[config.mk]
export PLATFORM = sky130hd
export DESIGN_NAME = telemetry_frame_decoder
export DESIGN_NICKNAME = d
export VERILOG_FILES = /design/src/tfd_pkg.sv /design/src/telemetry_frame_decoder.sv
export SDC_FILE = /design/constraint.sdc
export NUM_CORES = 1
export LEC_CHECK = 0
export BUFFER_PORTS_ARGS = -buffer_cell sky130_fd_sc_hd__buf_2
export CELL_PAD_IN_SITES_DETAIL_PLACEMENT = 0
export CELL_PAD_IN_SITES_GLOBAL_PLACEMENT = 1
export CORE_MARGIN = 2
export CORE_UTILIZATION = 54
export CTS_BUF_LIST = sky130_fd_sc_hd__clkbuf_2
export DETAILED_ROUTE_END_ITERATION = 8
export PLACE_DENSITY_LB_ADDON = 0.1
export SYNTH_ARGS = -nofsm -noshare
export SYNTH_HDL_FRONTEND = slang
export SYNTH_SLANG_ARGS = --single-unit
[constraint.sdc]
create_clock -name clk -period 24.7 [get_ports clk]
set_input_delay 2.47 -clock clk [delete_from_list [all_inputs] [get_ports clk]]
set_output_delay 2.47 -clock clk [all_outputs]
set_load 0.1 [all_outputs]
[src/tfd_pkg.sv]
// Shared constants and the CRC-8 byte update for the telemetry frame decoder.
// No dependencies; used by the top level and the checker.
`timescale 1ns / 1ps
`default_nettype none

package tfd_pkg;

    localparam int HEADER_BYTES     = 5;
    localparam int MAX_PAYLOAD_DEF  = 16;
    localparam int PAYLOAD_SLOTS    = 16;
    localparam logic [7:0] START_BYTE_RESET = 8'hFE;
    localparam logic [7:0] CRC_POLY         = 8'h07;

    // CRC-8/SMBus: MSB first, no reflection, no final xor.
    function automatic logic [7:0] crc8_update(input logic [7:0] crc, input logic [7:0] b);
        logic [7:0] c;
        c = crc ^ b;
        for (int i = 0; i < 8; i++)
        begin
            if (c[7])
            begin
                c = {c[6:0], 1'b0} ^ CRC_POLY;
            end
            else
            begin
                c = {c[6:0], 1'b0};
            end
        end
        return c;
    endfunction

endpackage

`default_nettype wire

[src/telemetry_frame_decoder.sv]
// Telemetry frame decoder: start-byte hunt, header and payload capture, CRC-8 check.
// Depends on tfd_pkg.
//
// Channel   Dir  Handshake            Payload
// in        in   in_valid / in_stall  rx_byte
// out       out  out_valid / out_stall frame fields, payload_count, payload, crc_ok, crc
// cfg       in   cfg_we               cfg_wdata (start byte)
//
// One byte a cycle is accepted while in_stall is low; each request is handled in the cycle it is taken.
// The CRC byte's result is registered and shows on the outputs in the cycle after the byte is taken.
// Input stalls only when the CRC byte is next and a result still waits downstream.
// Reset (rst_n low, asynchronous) returns to hunting with start byte 0xFE.
`timescale 1ns / 1ps
`default_nettype none

module telemetry_frame_decoder #(
    parameter int MAX_PAYLOAD = tfd_pkg::MAX_PAYLOAD_DEF
) (
    input  wire logic        clk,
    input  wire logic        rst_n,
    input  wire logic        cfg_we,
    input  wire logic [7:0]  cfg_wdata,
    input  wire logic        in_valid,
    output logic             in_stall,
    input  wire logic [7:0]  rx_byte,
    output logic             out_valid,
    input  wire logic        out_stall,
    output logic [7:0]       source_addr,
    output logic [7:0]       node_addr,
    output logic [7:0]       channel_num,
    output logic [7:0]       param_num,
    output logic [7:0]       type_length,
    output logic [4:0]       payload_count,
    output logic [63:0]      payload_low,
    output logic [63:0]      payload_high,
    output logic             crc_ok,
    output logic [7:0]       computed_crc
);

    localparam int PIDX_W = (MAX_PAYLOAD > 1) ? $clog2(MAX_PAYLOAD) : 1;
    localparam int HIDX_W = $clog2(tfd_pkg::HEADER_BYTES);
    localparam logic [4:0] MAX_LEN  = 5'(MAX_PAYLOAD);
    localparam logic [4:0] HDR_LEN  = 5'(tfd_pkg::HEADER_BYTES);

    typedef enum logic [3:0] {
        PH_HUNT    = 4'b0001,
        PH_HEADER  = 4'b0010,
        PH_PAYLOAD = 4'b0100,
        PH_CRC     = 4'b1000
    } phase_t;

    phase_t      phase_reg, phase_next;
    logic [4:0]  byte_count_reg, byte_count_next;
    logic [7:0]  crc_reg, crc_next;
    logic [7:0]  start_byte_reg;
    logic [7:0]  hdr_reg [tfd_pkg::HEADER_BYTES];
    logic [7:0]  pay_reg [MAX_PAYLOAD];

    logic        in_acc;
    logic        out_load;
    logic [4:0]  pay_len;
    logic [4:0]  pay_idx;
    logic [7:0]  crc_upd;
    logic [7:0]  pay_byte [tfd_pkg::PAYLOAD_SLOTS];
    logic [63:0] pay_low_next, pay_high_next;

    logic        out_valid_reg;
    logic [7:0]  src_reg, node_reg, chan_reg, param_reg, tl_reg, ccrc_reg;
    logic [4:0]  count_reg;
    logic [63:0] low_reg, high_reg;
    logic        ok_reg;

    // Hold the CRC byte only while its result slot is occupied and stalled.
    assign in_stall = out_valid_reg && out_stall && (phase_reg == PH_CRC);
    assign in_acc   = in_valid && !in_stall;
    assign out_load = in_acc && (phase_reg == PH_CRC);

    // Payload length is the low nibble of type/length plus one, saturated at MAX_PAYLOAD.
    always_comb
    begin
        pay_len = {1'b0, hdr_reg[tfd_pkg::HEADER_BYTES - 1][3:0]} + 5'd1;
        if (pay_len > MAX_LEN)
        begin
            pay_len = MAX_LEN;
        end
    end

    assign pay_idx = byte_count_reg - HDR_LEN;
    assign crc_upd = tfd_pkg::crc8_update(crc_reg, rx_byte);

    // Advance the frame phase on each accepted byte.
    always_comb
    begin
        phase_next      = phase_reg;
        byte_count_next = byte_count_reg;
        crc_next        = crc_reg;
        if (in_acc)
        begin
            unique case (phase_reg)
                PH_HUNT:
                begin
                    if (rx_byte == start_byte_reg)
                    begin
                        phase_next      = PH_HEADER;
                        byte_count_next = '0;
                        crc_next        = '0;
                    end
                end
                PH_HEADER:
                begin
                    crc_next        = crc_upd;
                    byte_count_next = byte_count_reg + 5'd1;
                    if (byte_count_next >= HDR_LEN)
                    begin
                        phase_next = PH_PAYLOAD;
                    end
                end
                PH_PAYLOAD:
                begin
                    crc_next        = crc_upd;
                    byte_count_next = byte_count_reg + 5'd1;
                    if ((byte_count_reg < HDR_LEN) || ((pay_idx + 5'd1) >= pay_len))
                    begin
                        phase_next = PH_CRC;
                    end
                end
                PH_CRC:
                begin
                    phase_next = PH_HUNT;
                end
                default:
                begin
                    phase_next = PH_HUNT;
                end
            endcase
        end
    end

    always_ff @(posedge clk or negedge rst_n)
    begin
        if (!rst_n)
        begin
            phase_reg      <= PH_HUNT;
            byte_count_reg <= '0;
            crc_reg        <= '0;
            start_byte_reg <= tfd_pkg::START_BYTE_RESET;
        end
        else
        begin
            phase_reg      <= phase_next;
            byte_count_reg <= byte_count_next;
            crc_reg        <= crc_next;
            if (cfg_we)
            begin
                start_byte_reg <= cfg_wdata;
            end
        end
    end

    // Capture header and payload bytes; no reset, every read entry is written first.
    always_ff @(posedge clk)
    begin
        if (in_acc && (phase_reg == PH_HEADER) && (byte_count_reg < HDR_LEN))
        begin
            hdr_reg[byte_count_reg[HIDX_W-1:0]] <= rx_byte;
        end
        if (in_acc && (phase_reg == PH_PAYLOAD) && (byte_count_reg >= HDR_LEN)
            && (pay_idx < MAX_LEN))
        begin
            pay_reg[pay_idx[PIDX_W-1:0]] <= rx_byte;
        end
    end

    // Zero the payload slots at and above the frame length.
    for (genvar g = 0; g < tfd_pkg::PAYLOAD_SLOTS; g++)
    begin : g_pay
        if (g < MAX_PAYLOAD)
        begin : g_used
            assign pay_byte[g] = (5'(g) < pay_len) ? pay_reg[g] : 8'h00;
        end
        else
        begin : g_none
            assign pay_byte[g] = 8'h00;
        end
    end

    always_comb
    begin
        for (int i = 0; i < 8; i++)
        begin
            pay_low_next[8*i +: 8]  = pay_byte[i];
            pay_high_next[8*i +: 8] = pay_byte[i + 8];
        end
    end

    // Result register: load on the CRC byte, drop once taken downstream.
    always_ff @(posedge clk or negedge rst_n)
    begin
        if (!rst_n)
        begin
            out_valid_reg <= 1'b0;
        end
        else
        begin
            out_valid_reg <= out_load || (out_valid_reg && out_stall);
        end
    end

    always_ff @(posedge clk)
    begin
        if (out_load)
        begin
            src_reg   <= hdr_reg[0];
            node_reg  <= hdr_reg[1];
            chan_reg  <= hdr_reg[2];
            param_reg <= hdr_reg[3];
            tl_reg    <= hdr_reg[4];
            count_reg <= pay_len;
            low_reg   <= pay_low_next;
            high_reg  <= pay_high_next;
            ok_reg    <= (crc_reg == rx_byte);
            ccrc_reg  <= crc_reg;
        end
    end

    assign out_valid     = out_valid_reg;
    assign source_addr   = src_reg;
    assign node_addr     = node_reg;
    assign channel_num   = chan_reg;
    assign param_num     = param_reg;
    assign type_length   = tl_reg;
    assign payload_count = count_reg;
    assign payload_low   = low_reg;
    assign payload_high  = high_reg;
    assign crc_ok        = ok_reg;
    assign computed_crc  = ccrc_reg;

endmodule

`default_nettype wire

==> summary.md <==
| Metric | Value |
|---|---|
| Area of the multi-input gates | `0.002470 mm²` |
| First-pass GRT wire length | `40.19 mm` |
| Ports | `205` |
| Total gr overflow | `0` |
| Flop-to-flop setup slack | `21.23 ns` |
| Post-synth top area cell | `edfxtp_1` |
| Most frequent cells in the layout | `edfxtp_1, buf_2, clkbuf_2` |
| Top cell by count, worst path | `buf_2` |
| Worst Hold End | `source_addr[6]` |
| # DRC | `0` |
| Reg2reg end | `phase_reg[1]` |
| Max frequency | `175.3 MHz` |
| IO Port Bufs | `204` |
| Synth Register Bits | `376` |
| Min-delay src | `hdr_reg[0][6]` |
| Critical Path RT | `22.23 ns` |
| WL/cell | `18.84 µm` |
| FFs w/ async S/R, synth | `6.915%` |
| Tcrit/Tclk final | `23.09%` |
| Cell variety after synth | `64` |
| Status | `finished clean` |
| Hold Buf Count CTS | `0` |
| Register area | `0.01117 mm²` |
| Simple-gate share of the synthesized area | `9.564%` |
| Main combinational cell family by area after synthesis | `simple AND/OR/NAND/NOR gates` |
| CP endpoint kind | `output pin` |
| Crit path max-delay cell type | `buf_2` |
| Crit Reg-Reg Startpoint | `hdr_reg[4][0]` |
| Die width | `163.6 µm` |
| Gp weighted congestion | `0.8234` |
| Post-synth EDFFs | `350` |
| Pwr Total | `1.270 mW` |
| Clock Root Buffer | `clkbuf_2` |
| Ys Warns | `0` |
| Core area | `0.02511 mm²` |
| Post-route minimum period | `5.703 ns` |
| Clk buf depth | `3` |
| Largest net degree at the start of global routing | `76` |
| CTS H-tree lvls | `3` |
| Initial core utilization | `54.76%` |
| Most common cell after layout, fill and taps aside | `edfxtp_1` |
| Worst-path clk slew | `0.11 ns` |
| Via count of the first global-routing pass | `7350` |
| Mux contribution to synthesized area | `1.310%` |
| Sequential share of the synthesized area | `81.24%` |
| Layout Nets | `1070` |
| P&R area growth vs syn | `16.07%` |
| Number of setup buffers added after CTS | `0` |
| WHS Path Cells | `0` |
| Hold Fails Final Rpt | `0` |
| Post-Synth XOR/XNOR Area | `2.230%` |
| Synth Instances | `747` |
| Antenna Nets Post-Route | `0` |
| Main flop type after synthesis | `edfxtp_1` |
| RSZ-0062 raised after global routing | `false` |
| Final setup fails | `0` |
| Post-synth top area share | `76.44%` |
| Post-synthesis cell area | `0.01375 mm²` |
| 1st-iter DRT viols | `500` |
| FP Rows | `58` |
| Cell breakdown of the critical path | `buf_2, nand2_1, nor2_1, buf_2` |
| Max reg flops | `128` |
| Hpwl dp | `16.92 mm` |
| Area of the die | `0.02675 mm²` |
| Clock latency on the worst-skew pair | `0.86 ns` |
| CP arrival | `3.23 ns` |
| Slew headroom | `27.13%` |
| Initial antenna violation count | `1` |
| Leak Pwr | `5.930 nW` |
| Worst clock skew | `0.08463 ns` |
| PD cells | `79.55 mW/mm²` |
| Routed WL | `26.95 mm` |
| Final core utilization | `63.56%` |
| Critical-path maximum fanout | `3` |
| Startpoint Class | `primary input` |
| CTS tree | `built` |
| Synth top area cells | `edfxtp_1, dfrtp_1, nor2b_1` |
| Worst-margin pin slew | `1.085 ns` |
| First-pass iteration count of the detailed router | `5` |
| Post-cts sizing count | `0` |
| Worst-case reg-to-reg path depth | `10` |
| Crit-path max cell delay | `0.45 ns` |
| Max Transition Viols Final | `0` |
| Synthesized area per cell | `18.41 µm²` |
| Synth Area in Adders | `1.438%` |
| Layout cells sized above 1 | `34.88%` |
| Setup Crit Path Kind | `in -> out` |
| Worst Hold Class | `reg -> reg` |
| Compound-Gate Fraction of Synth Area | `3.322%` |
| VDD IR max | `0.04287 mV` |
| Vias | `7278` |
| Max cap viols | `0` |
| CTS sink cnt | `376` |
| Die extent in y | `163.6 µm` |
| DR vias/cell | `5.086` |
| Total track usage | `20.38%` |
| Net count after synthesis | `783` |
| CTS Buf Count | `89` |
| Setup TNS | `0 ns` |
| DP Worst Slack | `19.00 ns` |
| Fillcell total | `1903` |
| Setup ws final | `19.00 ns` |
[worst max path at each step]
stage / startpoint / end / slack (ns) / cells after the start
after global routing: out_stall / in_stall / 18.95 / 4
after detailed placement: out_stall / in_stall / 19.00 / 4
after global placement: out_stall / in_stall / 19.02 / 4
final: out_stall / in_stall / 19.00 / 4
after floorplan: out_stall / channel_num[0] / 13.73 / 3
after CTS: out_stall / in_stall / 19.00 / 4
[synth_stat cells (2+ instances only)]
library cell	number
or3_1	3
o22ai_1	3
o22a_1	2
o2bb2ai_1	2
and3_1	19
a22o_1	10
nor2_1	28
mux2i_1	3
ha_1	15
a21o_1	2
o211ai_1	2
nor3_2	4
nor4_1	2
dfstp_2	8
nor3_1	3
nand2b_1	2
buf_2	5
and2b_1	3
nand4_1	2
nand2_1	11
a211oi_1	2
a21oi_1	7
and2_1	58
edfxtp_1	350
clkbuf_1	7
nor2b_1	66
o21ai_0	9
o32a_1	2
xor2_1	5
mux2_2	11
nand3_1	9
inv_1	14
xnor2_1	30
dfrtp_1	18
[routing by layer]
| metal | share of wire, % | track usage (%) | up-vias | wire [µm] |
|---|---|---|---|---|
| met5 | 0 | 0 | - | 0 |
| met4 | 2.4 | 9.011 | 0 | 636 |
| met3 | 5.7 | 4.774 | 51 | 1548 |
| met2 | 51 | 33.41 | 257 | 13700 |
| met1 | 41 | 26.24 | 3535 | 11060 |
| li1 | - | - | 3435 | - |
[where the power goes]
group	internal [mW]	switching, mW	leakage [nW]
Sequential	0.712	0.0183	3.49
Clock	0.147	0.226	0.596
Combinational	0.0612	0.104	1.84
[logic make-up (layout without fill, tap and decap cells)]
group,after synthesis,after routing
muxes,16,16
adders and majority gates,16,16
AOI/OAI and AO/OA,57,57
other,0,3
xor gates and xnor gates,35,35
buffers and inverters,28,379
DFF,376,376
and+or+nand+nor,219,219
[critical path, delay by kind of cell]
family        cells  cell delay (ns)
buf+inv           2             0.53
simple gates      2             0.24
[through the flow]
step | std cells | area [µm²] | hold WS [ns]
4_1_cts | 1428 | 15950 | 0.3758
2_1_floorplan | 747 | 13750 | 0.4003
3_3_place_gp | 1273 | 15170 | 0.4036
5_1_grt | 1431 | 15960 | 0.3927
6_report | 1431 | 15960 | 0.4167
3_5_place_dp | 1273 | 15170 | 0.4054
[layout make-up]
cell class,count,area share [%]
clock buffers,124,3.889
well taps,330,2.587
clock inverters,31,1.019
diodes,3,0.04704
inverters,15,0.3528
multi-input cells,343,15.48
repair buffers,209,6.633
flip-flops and latches,376,70.00
(Power assumes the default switching activity.)
